<file path="src/hw/rtl/isqrt_pkg.sv">
// Shared constants and request codes for the integer square root unit.
package isqrt_pkg;

	// Default radicand width handed to the top level.
	localparam int ISQRT_OPERAND_WIDTH = 64;

	// Fixed payload widths of the request and response channels.
	localparam int OPERAND_W  = 64;
	localparam int REQ_TYPE_W = 2;
	localparam int ROOT_W     = 64;
	localparam int FRAC_W     = 6;

	// Request type codes; every other code selects the normalized root.
	localparam logic [REQ_TYPE_W-1:0] REQ_INT    = 2'd0;
	localparam logic [REQ_TYPE_W-1:0] REQ_SCALED = 2'd1;

endpackage

</file>
<file path="src/hw/rtl/isqrt_req_if.sv">
// Request channel of the square root unit: operand and request type.
interface isqrt_req_if import isqrt_pkg::*; ();

	logic                  valid;
	logic                  ready;
	logic [OPERAND_W-1:0]  operand;
	logic [REQ_TYPE_W-1:0] req_type;

	modport source (output valid, output operand, output req_type, input ready);
	modport sink (input valid, input operand, input req_type, output ready);

endinterface

</file>
<file path="src/hw/rtl/isqrt_prep.sv">
// Two front stages: request decode with leading-zero count, then radicand build.
module isqrt_prep import isqrt_pkg::*; #(
	parameter int OPERAND_WIDTH = ISQRT_OPERAND_WIDTH
) (
	input  logic                         clk,
	input  logic                         arst_n,
	isqrt_req_if.sink                    req,
	output logic                         next_valid,
	input  logic                         next_ready,
	output logic [2*OPERAND_WIDTH-1:0]   next_rad,
	output logic [FRAC_W-1:0]            next_frac
);

	localparam int W  = OPERAND_WIDTH;
	localparam int H  = W / 2;
	localparam int RW = 2 * W;
	localparam int ZW = $clog2(W + 1);
	localparam int SW = ZW - 1;

	logic [W-1:0]      x;
	logic [ZW-1:0]     lz;
	logic [SW-1:0]     shift_n;
	logic              scaled_n;
	logic [FRAC_W-1:0] frac_n;

	logic              valid_s1;
	logic [W-1:0]      x_s1;
	logic [SW-1:0]     shift_s1;
	logic              scaled_s1;
	logic [FRAC_W-1:0] frac_s1;
	logic              ready_s1;

	logic [W-1:0]      y;
	logic [RW-1:0]     rad_n;

	logic              valid_s2;
	logic [RW-1:0]     rad_s2;
	logic [FRAC_W-1:0] frac_s2;
	logic              ready_s2;

	assign x = req.operand[W-1:0];

	// Leading-zero count: the highest set bit wins.
	always_comb begin
		lz = ZW'(W);
		for (int b = 0; b < W; b++) begin
			if (x[b]) begin
				lz = ZW'(W - 1 - b);
			end
		end
	end

	// Request decode: shift pairs, scaling and fraction-bit count.
	always_comb begin
		unique case (req.req_type)
			REQ_INT: begin
				shift_n  = '0;
				scaled_n = 1'b0;
				frac_n   = '0;
			end
			REQ_SCALED: begin
				shift_n  = '0;
				scaled_n = 1'b1;
				frac_n   = FRAC_W'(H);
			end
			default: begin
				// A zero operand is not normalized.
				shift_n  = (x == '0) ? '0 : lz[ZW-1:1];
				scaled_n = 1'b1;
				frac_n   = FRAC_W'(H) + FRAC_W'(shift_n);
			end
		endcase
	end

	// Backpressure: a stage takes data when it is empty or its successor moves.
	assign ready_s2  = ~valid_s2 | next_ready;
	assign ready_s1  = ~valid_s1 | ready_s2;
	assign req.ready = ready_s1;

	always_ff @(posedge clk or negedge arst_n) begin
		if (!arst_n) begin
			valid_s1 <= 1'b0;
			valid_s2 <= 1'b0;
		end else begin
			if (ready_s1) begin
				valid_s1 <= req.valid;
			end
			if (ready_s2) begin
				valid_s2 <= valid_s1;
			end
		end
	end

	// Stage one payload.
	always_ff @(posedge clk) begin
		if (req.valid && ready_s1) begin
			x_s1      <= x;
			shift_s1  <= shift_n;
			scaled_s1 <= scaled_n;
			frac_s1   <= frac_n;
		end
	end

	// Normalize by an even shift, then place the radicand for the root steps.
	always_comb begin
		y     = x_s1 << {shift_s1, 1'b0};
		rad_n = RW'(y);
		if (scaled_s1) begin
			rad_n = RW'(y) << (2 * H);
		end
	end

	// Stage two payload.
	always_ff @(posedge clk) begin
		if (valid_s1 && ready_s2) begin
			rad_s2  <= rad_n;
			frac_s2 <= frac_s1;
		end
	end

	assign next_valid = valid_s2;
	assign next_rad   = rad_s2;
	assign next_frac  = frac_s2;

endmodule

</file>
<file path="src/flat_wrapper.sv">
// flat-port wrapper written by rule: the top's interface ports become plain ports
module isqrt_prep_flat import isqrt_pkg::*;
#(
	parameter int OPERAND_WIDTH = ISQRT_OPERAND_WIDTH
)
  (clk, arst_n, next_valid, next_ready, next_rad, next_frac, req_valid, req_operand, req_req_type, req_ready);
  isqrt_req_if req_i ();
  input  logic clk;
  input  logic arst_n;
  output logic next_valid;
  input  logic next_ready;
  output logic [2*OPERAND_WIDTH-1:0] next_rad;
  output logic [FRAC_W-1:0] next_frac;
  input wire logic [$bits(req_i.valid)-1:0] req_valid;
  input wire logic [$bits(req_i.operand)-1:0] req_operand;
  input wire logic [$bits(req_i.req_type)-1:0] req_req_type;
  output wire logic [$bits(req_i.ready)-1:0] req_ready;
  assign req_i.valid = req_valid;
  assign req_i.operand = req_operand;
  assign req_i.req_type = req_req_type;
  assign req_ready = req_i.ready;
  isqrt_prep #(.OPERAND_WIDTH(OPERAND_WIDTH)) u_core (.clk(clk), .arst_n(arst_n), .req(req_i), .next_valid(next_valid), .next_ready(next_ready), .next_rad(next_rad), .next_frac(next_frac));
endmodule
</file>
<file path="config.mk">
export PLATFORM = sky130hd
export DESIGN_NAME = isqrt_prep_flat
export DESIGN_NICKNAME = d
export VERILOG_FILES = /design/src/hw/rtl/isqrt_pkg.sv /design/src/hw/rtl/isqrt_req_if.sv /design/src/hw/rtl/isqrt_prep.sv /design/src/flat_wrapper.sv
export SDC_FILE = /design/constraint.sdc
export NUM_CORES = 1
export LEC_CHECK = 0
export ABC_AREA = 1
export BUFFER_PORTS_ARGS = -buffer_cell sky130_fd_sc_hd__buf_2
export CAP_MARGIN = 20
export CORE_ASPECT_RATIO = 1.2
export CORE_MARGIN = 1.5
export CORE_UTILIZATION = 58
export CTS_BUF_LIST = sky130_fd_sc_hd__clkbuf_8
export CTS_CLUSTER_DIAMETER = 40
export DETAILED_ROUTE_END_ITERATION = 12
export PLACE_DENSITY_LB_ADDON = 0.05
export SYNTH_ARGS = -nofsm -noshare
export SYNTH_HDL_FRONTEND = slang
export SYNTH_SLANG_ARGS = --single-unit
</file>
<file path="constraint.sdc">
create_clock -name clk -period 8.95 [get_ports clk]
set_clock_uncertainty 0.1 [all_clocks]
set_input_delay 1.79 -clock clk [delete_from_list [all_inputs] [get_ports clk]]
set_output_delay 1.79 -clock clk [all_outputs]
set_load 0.005 [all_outputs]
</file>
* Word-level counts from Yosys, hierarchy flattened
Cells that the tools add are included.
** Word-level totals
- Register bits :: 213
- Input bits :: 70
- Output and inout port bits :: 136
- Word-level logic and storage cells :: 88
** Operators by class
- Add/sub/neg operators :: 1
- Equality and inequality tests :: 1
- Shifts and indexed selects :: 1
- Multiplexer cells :: 67
- Bitwise gates (word level) :: 4
- Reductions and logical operators :: 5
** Operator list (count)
- 2-to-1 mux 7 bit :: 64
- logical NOT 64 bit :: 1
- left shift 64 x 7 -> 64 bit :: 1
- one-hot mux 6 bit (2 select lines) :: 1
- adder 6 bit (first input constant) :: 1
- 2-to-1 mux 6 bit :: 1
- equality test 2 x 1 -> 1 bit (second input constant) :: 1
- logical AND 1 bit :: 2
- logical NOT 2 bit :: 1
- NOT 1 bit :: 2
- OR 1 bit :: 2
- OR reduction 2 bit :: 1
- 2-to-1 mux 1 bit :: 1

* Longest topological paths before layout
- Depth in word-level cells :: 67
- Gate-level depth with buffers :: 32
- Depth with buffers taken out :: 32

* Worst setup path before layout
Ideal clock, no wire load.
- Kind :: input port to flip-flop
- Start :: input port next_ready
- End :: register u_core.frac_s2[0], in the netlist u_core.next_frac[0] (enable)
- Setup time :: 671 ps
- Data arrival time :: 8275 ps
- Required time :: 8179 ps
- Setup slack :: -96 ps
- Stages on the path :: 2
- Path buffers :: 0
- Cells stage by stage :: inv_1 > a21oi_1
** Between the ends
- Longest elaborated chain between the ends :: 2
** Ends and longest elaborated chain
- from (decl) :: RTL line flat_wrapper.sv:11 : input logic next_ready;
- OR 1 bit :: RTL line isqrt_prep.sv:76 : assign ready_s2 = ~valid_s2 | next_ready;
- logical AND 1 bit :: RTL line isqrt_prep.sv:115 : if (valid_s1 && ready_s2) begin
- to (signal assigned) :: RTL line isqrt_prep.sv:117 : frac_s2 <= frac_s1;
- to (decl) :: RTL line isqrt_prep.sv:38 : logic [FRAC_W-1:0] frac_s2;
No other way between the ends.
A chain may end at the register's enable or synchronous reset.

* Worst setup path after layout
- Start :: input port next_ready
- End :: output port req_ready
** Between the ends
- Longest elaborated chain between the ends :: 2
** Ends and longest elaborated chain
- OR 1 bit :: RTL line isqrt_prep.sv:76
- OR 1 bit :: RTL line isqrt_prep.sv:77 : assign ready_s1 = ~valid_s1 | ready_s2;
- to (decl) :: RTL line flat_wrapper.sv:17 : output wire logic [$bits(req_i.ready)-1:0] req_ready;
No other way between the ends.

==> impl_metrics.env <==
export IMPL_status="finished clean"
export IMPL_start_util=0.589
export IMPL_critical_path_endpoint_type="output port"
export IMPL_cp_common_cell="buf_2"
export IMPL_powerDensity_mw_per_mm2=198
export IMPL_hpwlAfterDp_um=19200
export IMPL_ant_nets=0
export IMPL_io_buffers=205
export IMPL_critPathArrivalTime_ns=2.28
export IMPL_hold_path_class="flip-flop to flip-flop"
export IMPL_cp_slowest_cell="buf_2"
export IMPL_cp_num_buf_inv=3
export IMPL_r2r_setup_slack_ns=5.62
export IMPL_wl_um=26500
export IMPL_path_clk_slew_ns=0.06
export IMPL_required_ns=7.06
export IMPL_dr_pass1_iters=7
export IMPL_area_growth_pct=16.4
export IMPL_min_path_cells=0
export IMPL_overflow=0
export IMPL_die_w_um=127
export IMPL_cts_tree="built"
export IMPL_hold_viol_final=0
export IMPL_route_vias_total=8743
export IMPL_nets=1414
export IMPL_first_global_vias=7919
export IMPL_timing_final_crit_period_ns=4.17
export IMPL_clockBufferDepth=3
export IMPL_drv_cap=0
export IMPL_syn_instance_count=1164
export IMPL_io_pins=206
export IMPL_worstReg2RegEnd="u_core.next_rad[57]"
export IMPL_min_to="u_core.next_frac[4]"
export IMPL_hold_start="u_core.frac_s1[4]"
export IMPL_h_tree_depth=2
export IMPL_wire_per_inst_um=16.7
export IMPL_cts_sinks=213
export IMPL_cts_root_buf="clkbuf_8"
export IMPL_die_y_um=152
export IMPL_post_route_period_util=0.466
export IMPL_core_rowCount=54
export IMPL_peakVddDrop_uv=109
export IMPL_coreArea_mm2=0.0181
export IMPL_reg2reg_from="u_core.shift_s1[0]"
export IMPL_maxSlewViolCount=0
export IMPL_synth_nets=1234
export IMPL_final_setup_viol_count=0
export IMPL_synth_distinct_cells=37
export IMPL_grt_antenna_before_repair=0
export IMPL_grt_setup_unrepaired="no"
export IMPL_synth_seq_cells=213
export IMPL_yosysWarnings=0
export IMPL_drt_iter0_markers=767
export IMPL_cts_buffers=35
export IMPL_cts_resized=0
export IMPL_syn_avg_cell_area_um2=9.16
export IMPL_setup_ws_ns=4.78
export IMPL_max_freq_ghz=0.240
export IMPL_clock_latency_ns=0.53
export IMPL_place_ws_ns=4.78
export IMPL_timing_setup_critical_path_class="primary input to output port"
export IMPL_critPathMaxStageDelay_ns=0.15
export IMPL_place_congestion=0.957
export IMPL_yosysSeqAreaShare=0.599
export IMPL_cp_top_family="buffers and inverters"
export IMPL_worst_pin_slew_ns=1.06
export IMPL_leakagePower_nw=5.23
export IMPL_vias_per_cell=5.50
export IMPL_grt_pass1_wl_um=40700
export IMPL_maxSlewHeadroom=0.294
export IMPL_post_cts_buffers=0
export IMPL_grt_start_max_net_pins=89
export IMPL_drcViolationCount=0
export IMPL_post_route_util=0.685
export IMPL_grtUsageTotal=0.275
export IMPL_cp_max_fo=3
export IMPL_synthesis_area_mm2=0.0107
export IMPL_cp_start_kind="primary input"
export IMPL_holdBufCountCts=0
export IMPL_finalSetupTns_ns=0
export IMPL_cp_cell_sequence="buf_2, inv_1, nand3_1, buf_2"
export IMPL_total_power_mw=2.45
export IMPL_die_area_mm2=0.0192
export IMPL_layout_drive_gt1_share=0.208
export IMPL_worstRegToRegCells=14
export IMPL_num_antenna_cells=0
kinds of logic after synthesis:
kind of cell,count (synthesis),synth area share
AO/OA/AOI/OAI,174,0.0922
buffers and inverters,136,0.0499
other,1,0.000352
flip-flops,213,0.599
AND/OR/NAND/NOR,624,0.244
multiplexers,16,0.0150
layout make-up:
class | instances | area (um^2)
clock inverters | 24 | 136
clock buffers | 36 | 495
repair buffers | 215 | 1110
well taps | 224 | 280
inverters | 64 | 240
multi-input cells | 815 | 3760
flip-flops and latches | 213 | 6390
fillers | 1539 | 5700
power by group:
part | leakage (nW) | internal, mW | switching, mW
sequential | 2.09 | 1.21 | 0.0296
clock | 0.361 | 0.404 | 0.375
combinational | 2.78 | 0.137 | 0.292
routing by layer:
metal  track usage  wire length, um  up-vias
met3        0.0506             1590       77
li1              -                -     4313
met2         0.440            12500      348
met1         0.366            11200     4005
met5             0                0        -
met4         0.139             1170        0
placed cells by master, fill, tap and decap left out, types with 2 or more instances in the layout:
cell and instances:
o21ai_1 106, inv_2 15, clkinv_1 7, o21ai_0 12, nor2_8 5, nand3_1 57, clkinv_2 2, o32ai_1 5
inv_1 59, or2_1 21, buf_4 9, o22ai_1 8, edfxtp_1 211, buf_2 205, nor2_1 219, or2_0 2
nand2_1 298, clkinvlp_4 2, a31oi_1 12, nor3_1 11, a311oi_1 6, a21oi_1 9, clkbuf_8 36, o211ai_1 7
a32oi_1 4, dfrtp_1 2, nor4_1 4, or2_2 2, mux2i_1 16
Yosys cell counts (all sizes together):
cell type    n  share of area
mux2i       16          0.015
a21oi       10         0.0047
conb         1        0.00035
dfrtp        2         0.0047
a31oi       12         0.0070
o22ai        8         0.0047
inv         62          0.022
a32o         1        0.00094
o31ai        1        0.00070
o311ai       1        0.00082
buf         26          0.011
nor2       226          0.088
o21ai      118          0.055
clkbuf      46          0.016
edfxtp     211           0.59
nand4        1        0.00059
or2         25          0.015
o211ai       7         0.0049
a311oi       6         0.0049
nand3       57          0.027
a32oi        4         0.0033
or3          1        0.00059
o32ai        5         0.0041
nor4         4         0.0023
nand2      299           0.11
o21bai       1        0.00070
nor3        11         0.0052
clkinv       2        0.00070
stage by stage:
step / std cells / area (um^2) / hold WS (ns)
detailed placement: 1530 / 11800 / 0.313
CTS: 1590 / 12400 / 0.325
global route: 1591 / 12400 / 0.326
floorplan: 1164 / 10700 / 0.300
global placement: 1530 / 11800 / 0.303
finish: 1591 / 12400 / 0.314
state kept, by name, summed over array words and instances, names as in the netlist:
name / count
u_core.next_rad: 128
u_core.x_s1: 64
u_core.frac_s1: 6
u_core.next_frac: 6
u_core.shift_s1: 6
u_core.next_valid: 1
u_core.scaled_s1: 1
u_core.valid_s1: 1
how the worst max path moves through the flow:
stage	startpoint	endpoint	slack, ns	cells past startpoint
2_1_floorplan	next_ready	u_core.next_frac[0]	2.65	2
3_3_place_gp	next_ready	req_ready	4.81	4
3_5_place_dp	next_ready	req_ready	4.78	4
4_1_cts	next_ready	req_ready	4.78	4
5_1_grt	next_ready	req_ready	4.73	4
6_report	next_ready	req_ready	4.78	4
(Power assumes the default switching activity.)
