==> src/hw/rtl/isqrt_pkg.sv <==
// Shared constants and request codes for the integer square root unit.
package isqrt_pkg;

	// Default radicand width handed to the top level.
	localparam int ISQRT_OPERAND_WIDTH = 64;

	// Fixed payload widths of the request and response channels.
	localparam int OPERAND_W  = 64;
	localparam int REQ_TYPE_W = 2;
	localparam int ROOT_W     = 64;
	localparam int FRAC_W     = 6;

	// Request type codes; every other code selects the normalized root.
	localparam logic [REQ_TYPE_W-1:0] REQ_INT    = 2'd0;
	localparam logic [REQ_TYPE_W-1:0] REQ_SCALED = 2'd1;

endpackage

==> src/hw/rtl/isqrt_step.sv <==
// One restoring digit step of the root: shift in a bit pair, trial subtract.
module isqrt_step import isqrt_pkg::*; #(
	parameter int OPERAND_WIDTH = ISQRT_OPERAND_WIDTH
) (
	input  logic                         clk,
	input  logic                         arst_n,
	input  logic                         prev_valid,
	output logic                         prev_ready,
	input  logic [2*OPERAND_WIDTH-1:0]   prev_rad,
	input  logic [OPERAND_WIDTH+1:0]     prev_rem,
	input  logic [OPERAND_WIDTH-1:0]     prev_root,
	input  logic [FRAC_W-1:0]            prev_frac,
	output logic                         next_valid,
	input  logic                         next_ready,
	output logic [2*OPERAND_WIDTH-1:0]   next_rad,
	output logic [OPERAND_WIDTH+1:0]     next_rem,
	output logic [OPERAND_WIDTH-1:0]     next_root,
	output logic [FRAC_W-1:0]            next_frac
);

	localparam int W  = OPERAND_WIDTH;
	localparam int RW = 2 * W;

	logic [W+1:0]      cur;
	logic [W+1:0]      trial;
	logic [W+2:0]      diff;
	logic              fits;

	logic              valid_s1;
	logic [RW-1:0]     rad_s1;
	logic [W+1:0]      rem_s1;
	logic [W-1:0]      root_s1;
	logic [FRAC_W-1:0] frac_s1;

	// The remainder stays below 2^W, so its two top bits are zero here.
	always_comb begin
		cur   = {prev_rem[W-1:0], prev_rad[RW-1 -: 2]};
		trial = {prev_root, 2'b01};
		diff  = {1'b0, cur} - {1'b0, trial};
		fits  = ~diff[W+2];
	end

	assign prev_ready = ~valid_s1 | next_ready;

	always_ff @(posedge clk or negedge arst_n) begin
		if (!arst_n) begin
			valid_s1 <= 1'b0;
		end else if (prev_ready) begin
			valid_s1 <= prev_valid;
		end
	end

	// Keep the difference when the trial fits and append the new root bit.
	always_ff @(posedge clk) begin
		if (prev_valid && prev_ready) begin
			rad_s1  <= {prev_rad[RW-3:0], 2'b00};
			rem_s1  <= fits ? diff[W+1:0] : cur;
			root_s1 <= {prev_root[W-2:0], fits};
			frac_s1 <= prev_frac;
		end
	end

	assign next_valid = valid_s1;
	assign next_rad   = rad_s1;
	assign next_rem   = rem_s1;
	assign next_root  = root_s1;
	assign next_frac  = frac_s1;

endmodule

==> config.mk <==
export PLATFORM = sky130hd
export DESIGN_NAME = isqrt_step
export DESIGN_NICKNAME = d
export VERILOG_FILES = /design/src/hw/rtl/isqrt_pkg.sv /design/src/hw/rtl/isqrt_step.sv
export SDC_FILE = /design/constraint.sdc
export NUM_CORES = 1
export LEC_CHECK = 0
export ABC_AREA = 1
export BUFFER_PORTS_ARGS = -buffer_cell sky130_fd_sc_hd__buf_2
export CAP_MARGIN = 20
export CELL_PAD_IN_SITES_DETAIL_PLACEMENT = 1
export CELL_PAD_IN_SITES_GLOBAL_PLACEMENT = 1
export CORE_AREA = 2 2 210 212
export DETAILED_ROUTE_END_ITERATION = 10
export DIE_AREA = 0 0 212 214
export PLACE_DENSITY_LB_ADDON = 0.05
export SYNTH_ARGS = -nofsm -noshare
export SYNTH_HDL_FRONTEND = slang
export SYNTH_SLANG_ARGS = --single-unit
==> constraint.sdc <==
create_clock -name clk -period 19.4 [get_ports clk]
set_clock_uncertainty 0.1 [all_clocks]
set_input_delay 0.97 -clock clk [delete_from_list [all_inputs] [get_ports clk]]
set_output_delay 0.97 -clock clk [all_outputs]
set_load 0.1 [all_outputs]
; Word level (Yosys, flattened, before mapping)
; Cells that the tools add are included.
[totals]
latchBits = 0
in_bits = 268
romBits = 0
wordCells = 11
mem_count = 0
ramBits = 0
reg_bits = 263
[op_classes]
n_reduce_logical = 1
div_mod_pow = 0
n_mux = 1
n_addsub = 1
n_mul = 0
n_lt_le_gt_ge = 0
shift = 0
n_eq_ne = 0
bitwise = 3
[ops]
columns = cell, count
row1 = 66-bit by 66-bit subtractor with 67-bit output, 1
row2 = 66-bit 2-to-1 mux, 1
row3 = 1-bit NOT, 2
row4 = 1-bit logical AND, 1
row5 = 1-bit bitwise OR, 1

; Depth between registers and ports, before layout
; Gate-level depths: netlist of run 1.
[logic_depth]
word_depth = 3
ltp_mapped = 18
mapped_depth_nobuf = 17

; Worst setup path before layout of run 1
; OpenSTA, ideal clock, no wires.
[synth_timing]
path_type = input -> register
startpoint = input prev_valid
endpoint = register frac_s1[0], in the netlist next_frac[0] (enable)
path_stages = 2
path_slack_ns = 4.757
setup_time_ns = 0.969
t_arrival_ns = 13.574
n_path_buf = 0
cell_sequence = inv_1 -> a21oi_1
[synth_between]
elab_chain_len = 1
[synth_lines]
columns = element, line
row1 = start: declaration, isqrt_step.sv:7  ; input logic prev_valid,
row2 = 1-bit logical AND, isqrt_step.sv:55  ; if (prev_valid && prev_ready) begin
row3 = end signal: assignment, isqrt_step.sv:59  ; frac_s1 <= prev_frac;
row4 = end: declaration, isqrt_step.sv:33  ; logic [FRAC_W-1:0] frac_s1;
; No other way between the ends.
; A chain may end at the register's enable or synchronous reset.

; Worst setup path after layout of run 1
[layout_timing]
startpoint = input prev_root[22]
endpoint = register rem_s1[38], in the netlist next_rem[38], data pin
[layout_between]
elab_chain_len = 2
[layout_lines]
columns = element, line
row1 = start: declaration, isqrt_step.sv:11  ; input logic [OPERAND_WIDTH-1:0] prev_root,
row2 = 66-bit by 66-bit subtractor with 67-bit output, isqrt_step.sv:39  ; diff = {1'b0, cur} - {1'b0, trial};
row3 = 66-bit 2-to-1 mux, isqrt_step.sv:57  ; rem_s1 <= fits ? diff[W+1:0] : cur;
row4 = end signal: assignment, isqrt_step.sv:57
row5 = end: declaration, isqrt_step.sv:31  ; logic [W+1:0] rem_s1;
; No other way between the ends.

==> metrics.md, run 1 <==
| Metric | Value |
|---|---|
| Status | complete, no violations |
| DIE AREA | 0.04537 sq mm |
| Sum Neg Setup Slack | 0 ns |
| Sequential fraction of the synthesis area | roughly 53% |
| Grt ovf | 0 |
| Largest net degree at the start of global routing | roughly 160 |
| Resized Gates After CTS | 0 |
| DR vias | 13790 |
| Post-DR wirelength/cell | 21.20 um |
| Post-CTS setup buffer count | 0 |
| Sw Share | between 30 and 40% |
| Core area | 0.04289 sq mm |
| Most common cell after layout, fill and taps aside | nand2_1 |
| Placed Cells | approximately 2800 |
| Flops & latches, synth | roughly 260 |
| Top_reg_cell synth | edfxtp_1 |
| Routed WL | between 60 and 70 mm |
| Most frequent cells in the layout | nand2_1, buf_2, inv_1 |
| Final setup vio count | 0 |
| Period utilization | 22.22% |
| DR iter-0 viols | approximately 720 |
| Slew margin rel. | between 30% and 40% |
| Root Buffer | clkbuf_16 |
| Post-synth ARST share | 0.3802% |
| Die W | 212 um |
| Sequential share of power | 37.3% |
| Critical path arrival | about 4.5 ns |
| Post-Syn Instances | approximately 1700 |
| Pwr dens | 95.72 mW/mm^2 |
| Met2 wire len | 30.82 mm |
| Max cap viols | 0 |
| Count of cell types in the netlist | 35 |
| Worst Tran Pin Value | slightly above 0.9 ns |
| Crit Path Max Fanout | 71 |
| Comb pwr share | 31.8% |
| Cell Count, Final, Fillers Out | between 2000 and 3000 |
| Vias per inst | 4.727 |
| CP Launch Type | input port |
| Lkg Pwr | ~9.7 nW |
| Reported net switching power | approximately 0.72 mW |
| Post-Syn Area | about 0.015 sq mm |
| Drt pass-1 iters | 5 |
| Top routing layer in use | met4 |
| H-Tree Level Count | 1 |
| Chip height | ~210 um |
| FF-to-FF setup slack | 17.15 ns |
| Routed met3 length | about 3.5 mm |
| Avg Inst Size Synth | 8.506 sq um |
| Hold WC Path Type | in -> async |
| Kind of critical path | in -> reg |
| Placed instance area | between 0.015 and 0.02 sq mm |
| Initial antenna violation count | 23 |
| RSZ-0062 raised after global routing | false |
| # rows | 76 |
| Setup slack after layout | around 15 ns |
| Drt drc | 0 |
| Internal | ~1.1 mW |
| Routability cong. | slightly above 0.9 |
| Final hold violation count | 0 |
| Reg clk slew, reported paths | approximately 0.060 ns |
| Layout cell share with drive strength beyond 1 | around a quarter |
| IO Pins | approximately 530 |
| Post-route ant nets | 0 |
| Syn-to-layout area delta | 29.62% |
| Setup WS pre-CTS | 14.49 ns |
| Final worst path period need | approximately 4.3 ns |
| Inserted Clock Buffers | 30 |
| Clock Power Share | between 30% and 40% |
| Number of global-route vias before repair | about 15000 |
| Clk buf depth | 3 |
| CP required | 19.58 ns |
| Final instance area | approximately 0.019 sq mm |
| IO buf count | between 500 and 600 |
| Worst setup EP type | flop |
| CTS sink cnt | 263 |
| CTS Hold Bufs | 0 |
| # fillers | ~5300 |
| VDD IR max | ~0.067 mV |
| Synth Warn # | 0 |
| Number of flops mapped to enable cells by yosys | between 200 and 300 |
| Max Clk Rate | 231.9 MHz |
| First-pass GRT wire length | 89.49 mm |
| Gr usage total | approximately a quarter |
| Dpl hpwl | 51.19 mm |
| CTS tree | done |
| Clock Latency Late Sink | between 0.5 and 0.6 ns |
| Slew Limit Fails | 0 |
| Routed length on met1 | 25.77 mm |
| Fin nets | between 2000 and 3000 |
| Starting Density | 34.57% |
==> cells by family after synthesis <==
kind of cell | synth area share, %
adder cells (fa/ha/maj) | 5.486
AND/OR/NAND/NOR | 23.50
buffers and inverters | 9.807
AO/OA/AOI/OAI | 6.051
flip-flops | 53.24
other | 0.02529
XOR/XNOR | 1.890
==> synthesized netlist by cell type (2+ instances only) <==
cell type / count / area, sq um
a21oi_1: 80 / 400.4
a21oi_2: 2 / 17.52
buf_2: 7 / 35.03
buf_4: 2 / 15.01
buf_6: 4 / 45.04
clkbuf_1: 6 / 22.52
clkinv_1: 2 / 7.510
edfxtp_1: 262 / 7868
ha_1: 65 / 813.3
inv_1: 352 / 1321
inv_2: 2 / 7.510
nand2_1: 571 / 2143
nand2_2: 2 / 12.51
nand3_1: 59 / 295.3
nand3b_1: 19 / 142.6
nand4_1: 40 / 250.2
nor2_1: 116 / 435.4
nor2_2: 3 / 18.77
nor2_4: 2 / 22.52
nor3_1: 14 / 70.07
nor4_1: 7 / 43.79
o21ai_0: 70 / 350.3
o21ai_1: 6 / 30.03
o21bai_1: 9 / 67.56
xnor2_1: 2 / 17.52
xor2_1: 30 / 262.8
==> state kept, by name, indices dropped and copies added (netlist names) <==
register and count:
next_rad 126, next_frac 6, next_valid 1, next_root 64, next_rem 66
==> per-stage QoR <==
step | total power [mW] | hold slack (ns) | util (%)
3_3_place_gp | 1.274 | 0.4588 | 42.33
4_1_cts | 1.859 | 0.05945 | 44.65
5_1_grt | 1.914 | 0.06249 | 44.80
2_1_floorplan | 1.147 | 0.5744 | -
3_5_place_dp | 1.281 | 0.4842 | 42.33
6_report | 1.839 | 0.09104 | 44.81
==> area by class of cell <==
cell class	count	area [sq um]	share of cell area, %
diodes	17	42.54	0.2214
well taps	585	732.0	3.809
clock inverters	21	203.9	1.061
repair buffers	534	2718	14.14
inverters	356	1336	6.954
flip-flops and latches	263	7893	41.07
multi-input cells	1106	5502	28.63
clock buffers	35	790.8	4.115
==> worst paths after layout <==
| kind | cells after the start | to | start |
|---|---|---|---|
| min in group clk | 1 | next_rad[84] | prev_rad[82] |
| hold / removal | 1 | next_valid | arst_n |
| setup reg to reg | 2 | next_root[55] | next_valid |
| setup / recovery | 14 | next_rem[38] | prev_root[22] |
| max in group asynchronous | 1 | next_valid | arst_n |
| hold reg to reg | 2 | next_valid | next_valid |
==> routing by layer <==
layer	up-vias	GRT usage (%)
met3	80	4.266
met5	-	0
met1	6565	32.86
met2	424	46.96
met4	0	8.615
li1	6721	-
==> worst max-delay path: stages <==
cell and delay (ns):
buf_2 0.11, inv_1 0.05, ha_1 0.32, nand2_1 0.13, inv_1 0.05, a21oi_1 0.26, o21ai_1 0.20, a21oi_2 0.27
nand2_1 0.11, nand2_2 0.56, nand3_4 0.59, buf_4 0.51, nand2_1 0.17, o21ai_0 0.11
==> power groups by stage <==
| stage | Combinational (mW) | Clock (mW) | Sequential, mW |
|---|---|---|---|
| after global placement | 0.578 | 0 | 0.696 |
| after detailed placement | 0.584 | 0 | 0.698 |
| after floorplan | 0.172 | 0 | 0.975 |
| after global routing | 0.623 | 0.602 | 0.689 |
| after CTS | 0.586 | 0.587 | 0.686 |
| final | 0.584 | 0.569 | 0.686 |
No activity file was read; power rests on OpenSTA's default activity.
==> run 2, diff against run 1 <==
- CORE_AREA: 2 2 210 212 -> default
- CORE_ASPECT_RATIO: default -> 1.25
- CORE_UTILIZATION: default -> 33
- DIE_AREA: 0 0 212 214 -> default
- clock period: 19.4 -> 3.6 ns (I/O delays scaled with it)
==> run 2 against run 1 <==
Net effect: combinational power rose to 5.9 times the previous value; design area rose by 13%; flip-flop and latch count is the same; sequential share of layout area shrank 4.8 points; non-clock buffer count is 276 higher; critical path depth increased by 1; global-route usage is 1.7 points higher; clock-buffer cell count is 3 lower; critical path type unchanged.
==> metrics.md, run 2 (synthesized netlist as in run 1, its figures left out) <==
| Metric | Value |
|---|---|
| Total power | between 9 and 10 mW |
| Reg-to-reg critical path startpoint | next_valid |
| Most frequent cells in the layout | nand2_1, buf_2, inv_1 |
| CP required | roughly 3.8 ns |
| Lkg Pwr | about 11 nW |
| Met2 wire len | 36.23 mm |
| CTS sink cnt | ~260 |
| Dpl hpwl | ~51 mm |
| Routability cong. | around 0.95 |
| Critical path arrival | about 3.1 ns |
| RSZ-0062 raised after global routing | false |
| Setup slack after layout | between 0.6 and 0.7 ns |
| CP Launch Type | input port |
| Reg2reg end | next_rad[35] |
| Routed length on met1 | 25.02 mm |
| Worst Tran Pin Value | ~0.84 ns |
| Worst setup EP type | flop |
| Syn-to-layout area delta | 47.00% |
| Max Clk Rate | 344.5 MHz |
| Initial antenna violation count | 7 |
| Drt pass-1 iters | 5 |
| Period utilization | 80.63% |
| Inserted Clock Buffers | 28 |
| DR vias | roughly 15000 |
| Layout cell share with drive strength beyond 1 | a little under a quarter |
| Largest net degree at the start of global routing | between 100 and 150 |
| DR iter-0 viols | ~630 |
| IO Pins | ~530 |
| Final hold violation count | 0 |
| Kind of critical path | in -> reg |
| CTS Hold Bufs | 265 |
| Resized Gates After CTS | 0 |
| Largest register FFs | roughly 130 |
| Final instance area | roughly 0.022 sq mm |
| Final setup vio count | 0 |
| Top routing layer in use | met5 |
| IO buf count | between 500 and 600 |
| Post-CTS setup buffer count | 0 |
| Pwr dens | 457.4 mW/mm^2 |
| CTS tree | done |
| Placed instance area | approximately 0.018 sq mm |
| First-pass GRT wire length | around 96 mm |
| FF-to-FF setup slack | around 1.7 ns |
| VDD IR max | between 0.5 and 0.6 mV |
| # rows | 86 |
| DIE AREA | 0.04578 sq mm |
| Slew Limit Fails | 0 |
| Die W | 191.6 um |
| Final worst path period need | 2.903 ns |
| Routed met3 length | 2.932 mm |
| Most common cell after layout, fill and taps aside | nand2_1 |
| Slew margin rel. | 44.31% |
| Clk buf depth | 3 |
| Core area | about 0.044 sq mm |
| Gr usage total | roughly 28% |
| Post-DR wirelength/cell | around 21 um |
| Routed WL | roughly 66 mm |
| Setup WS pre-CTS | approximately 0.65 ns |
| Starting Density | 33.52% |
| Crit Path Max Fanout | 52 |
| Worst setup path startpoint | prev_root[23] |
| Fin nets | 2898 |
| Chip height | approximately 240 um |
| Drt drc | 0 |
| Grt ovf | 0 |
| Clock Latency Late Sink | around 0.56 ns |
| Root Buffer | clkbuf_16 |
| H-Tree Level Count | 1 |
| R2R depth | 2 |
| Post-route ant nets | 0 |
| Hold WC Path Type | in -> reg |
| Number of global-route vias before repair | about 16000 |
| Status | complete, no violations |
| Reg clk slew, reported paths | 0.06 ns |
| Vias per inst | 4.726 |
| Worst setup path endpoint | next_rem[23] |
| Max cap viols | 0 |
-- run 2: cell count changes in the layout (fill, tap and decap cells not counted), sizes merged --
cell | previous run | this run
clkinvlp | 1 | 2
buf | 534 | 545
dlygate4sd3 | 0 | 265
bufinv | 3 | 2
clkbuf | 35 | 32
clkinv | 18 | 11
diode | 17 | 3
-- run 2: report_power, final --
part / leakage (nW) / total (mW) / switching [mW] / internal, mW
clock: 0.419 / 2.84 / 1.26 / 1.57
sequential: 2.51 / 3.71 / 0.0630 / 3.64
combinational: 7.84 / 3.43 / 2.62 / 0.809
-- run 2: critical path: stages --
cell and delay [ns]:
dlygate4sd3_1 0.52, buf_2 0.19, inv_1 0.06, ha_1 0.35, nand2_1 0.12, nor2_1 0.30, inv_1 0.07, o21ai_1 0.35
a21oi_2 0.13, nand2_1 0.11, nand2_2 0.06, nand3_2 0.11, buf_12 0.23, buf_4 0.19, o21ai_0 0.09
-- run 2: layout make-up --
class,instances,area (sq um)
fillers,5358,22430
flip-flops and latches,263,7896
multi-input cells,1106,5494
repair buffers,810,5470
inverters,356,1336
clock buffers,32,715.7
well taps,572,715.7
clock inverters,14,157.7
diodes,3,7.507
-- run 2: how the worst min path moves through the flow --
| stage | cells past startpoint | start | to | slack, ns |
|---|---|---|---|---|
| 6_report | 2 | prev_rad[27] | next_rad[29] | 0.22 |
| 4_1_cts | 2 | prev_rad[67] | next_rad[69] | 0.17 |
| 5_1_grt | 2 | prev_rad[27] | next_rad[29] | 0.21 |
| 3_3_place_gp | 1 | arst_n | next_valid | -0.14 |
| 3_5_place_dp | 1 | arst_n | next_valid | -0.14 |
| 2_1_floorplan | 0 | arst_n | next_valid | -0.22 |
-- run 2: metrics by stage --
step | cells | util, % | hold WS, ns | setup TNS [ns]
after floorplan | 1744 | - | -0.2156 | -529.83
after global placement | 2842 | 41.29 | -0.1428 | 0
after detailed placement | 2842 | 41.29 | -0.1429 | 0
after CTS | 3153 | 49.26 | 0.1744 | 0
after global routing | 3155 | 49.27 | 0.2098 | 0
final | 3156 | 49.28 | 0.2187 | 0
-- run 2: layer usage --
layer / track usage (%) / vias up
li1: - / 7257
met1: 30.66 / 7126
met2: 55.81 / 422
met3: 3.347 / 100
met4: 8.923 / 10
met5: 0 / -
==> run 3, diff against run 2 <==
- CORE_AREA: default -> 2 2 210 212
- CORE_ASPECT_RATIO: 1.25 -> default
- CORE_UTILIZATION: 33 -> default
- DIE_AREA: default -> 0 0 212 214
- clock period: 3.6 -> 2.91 ns (I/O delays scaled with it)
==> run 3 against run 2 <==
Net effect: critical path depth is the same; non-clock buffer count grew 35; core utilization grew 2.8 points; clock-buffer cell count grew 6; highest routed layer unchanged.
==> metrics.md, run 3 (synthesized netlist as in run 1, its figures left out) <==
| Metric | Value |
|---|---|
| Status | complete, no violations |
| Gr usage total | between 30% and 40% |
| Crit path top cell by count | nand2_1 |
| Post-DR wirelength/cell | 22.86 um |
| Starting Density | between 30% and 40% |
| Grt ovf | 0 |
| Root Buffer | clkbuf_16 |
| H-Tree Level Count | 1 |
| Syn-to-layout area delta | 50.77% |
| Crit Path Max Fanout | 4 |
| Critical path arrival | 3.02 ns |
| Final setup vio count | 0 |
| FF-to-FF setup slack | between 0.9 and 1 ns |
| Kind of critical path | in -> reg |
| R2R depth | 3 |
| Worst setup path endpoint | next_rem[33] |
| First-pass GRT wire length | 105.1 mm |
| CTS sink cnt | approximately 260 |
| Lkg Pwr | between 10 and 15 nW |
| Most common cell after layout, fill and taps aside | nand2_1 |
| Largest register FFs | 126 |
| Most frequent cells in the layout | nand2_1, buf_2, inv_1 |
| Dpl hpwl | 52.70 mm |
| Reg2reg end | next_rem[13] |
| # rows | between 70 and 80 |
| Max Clk Rate | about 350 MHz |
| Chip height | between 200 and 250 um |
| Clk buf depth | 3 |
| CP required | a little over 3 ns |
| Cell Count, Final, Fillers Out | ~3200 |
| VDD IR max | around 0.54 mV |
| Vias per inst | 4.796 |
| Final hold violation count | 0 |
| Period utilization | slightly below 100% |
| Sum Neg Setup Slack | 0 ns |
| Routed WL | roughly 74 mm |
| Inserted Clock Buffers | 29 |
| Worst setup EP type | flop |
| Worst Tran Pin Value | 0.6342 ns |
| Final worst path period need | 2.822 ns |
| Pwr dens | about 590 mW/mm^2 |
| DR iter-0 viols | approximately 880 |
| Drt drc | 0 |
| IO buf count | 529 |
| Layout cell share with drive strength beyond 1 | between 20% and 30% |
| CP Launch Type | input port |
| Slew Limit Fails | 0 |
| Post-route ant nets | 0 |
| Max cap viols | 0 |
| Reg-to-reg critical path startpoint | next_valid |
| IO Pins | ~530 |
| Number of global-route vias before repair | between 15000 and 20000 |
| Die W | 212 um |
| Core area | roughly 0.043 sq mm |
| Hold WC Path Type | in -> reg |
| Placed Cells | 2890 |
| Critical path's slowest cell | dlygate4sd3_1 |
| Post-CTS setup buffer count | 0 |
| Slowest stage delay, CP | 0.57 ns |
| Drt pass-1 iters | 5 |
| DIE AREA | about 0.045 sq mm |
| Slew margin rel. | ~57% |
| Reg clk slew, reported paths | about 0.080 ns |
| Worst setup path startpoint | prev_root[28] |
| Clock Latency Late Sink | 0.56 ns |
| Routability cong. | 0.9400 |
| Crit path cell chain | dlygate4sd3_1 -> buf_2 -> inv_1 -> ha_1 -> nand2_1 -> nor2_1 -> nand2_1 -> nor4_1 -> buf_4 -> nand2_1 -> nand3_1 -> buf_4 -> xor2_1 -> nand2_1 -> o21ai_0 |
| Initial antenna violation count | 24 |
| Fin nets | between 2000 and 3000 |
| DR vias | ~16000 |
| CTS tree | done |
| Largest net degree at the start of global routing | 79 |
run 3: cell types whose count changed in the layout (fill, tap and decap cells not counted), sizes merged:
| cell | before | now |
|---|---|---|
| bufinv | 2 | 8 |
| clkinvlp | 2 | 0 |
| clkinv | 11 | 8 |
| diode | 3 | 31 |
| clkbuf | 32 | 38 |
| buf | 545 | 580 |
run 3: worst max-delay path, delay by kind of cell:
family	cells	cell delay (ns)
fa+ha+maj	1	0.38
buf+inv	5	1.12
xor+xnor	1	0.07
compound gates	1	0.08
simple gates	7	1.24
run 3: worst min path at each step:
| stage | endpoint | slack, ns | start | cells after the start |
|---|---|---|---|---|
| after floorplan | next_valid | -0.25 | arst_n | 0 |
| after global placement | next_valid | -0.18 | arst_n | 1 |
| after detailed placement | next_valid | -0.18 | arst_n | 1 |
| after CTS | next_rad[71] | 0.11 | next_ready | 4 |
| after global routing | next_rad[75] | 0.17 | prev_rad[73] | 2 |
| final | next_rad[10] | 0.16 | next_ready | 4 |
run 3: area by class of cell:
type                       count  area [sq um]
sequential                   263          7896
timing repair buffer         845          5758
inverter                     356          1336
fill                        5241         20530
clock buffer                  38         759.5
tap                          585         732.0
multi-input combinational   1106          5519
antenna                       31         77.57
clock inverter                15         274.0
run 3: timing repair:
action / CTS / global route
hold endpoints to repair: 263 / 0
hold buffers: 265 / 0
setup endpoints to repair: 0 / 11
resized for setup: 0 / 7
run 3: routing by layer:
layer | GRT usage (%) | vias up | part of all wire [%]
met5 | 0 | - | 0.018
met4 | 13.62 | 2 | 4.4
met3 | 5.175 | 166 | 5.3
met2 | 56.75 | 509 | 51
met1 | 35.56 | 7519 | 39
li1 | - | 7337 | -
run 3: report_power, final:
group          switching, mW  leakage, nW  internal, mW
registers             0.0933         2.51          4.51
logic                   3.32         8.02          1.06
clock network           1.64        0.500          2.54
total                   5.05         11.0          8.10
run 3: metrics by stage:
| stage | hold slack, ns | area [sq um] | utilization (%) | setup slack, ns | total power [mW] |
|---|---|---|---|---|---|
| floorplan | -0.2501 | 14840 | - | -2.712 | 7.575 |
| global placement | -0.1769 | 18570 | 43.30 | 0.07867 | 8.603 |
| detailed placement | -0.1762 | 18570 | 43.30 | 0.08030 | 8.650 |
| CTS | 0.1122 | 22260 | 51.90 | 0.1379 | 13.04 |
| global route | 0.1742 | 22350 | 52.11 | -0.05108 | 13.60 |
| finish | 0.1565 | 22350 | 52.12 | 0.08837 | 13.16 |
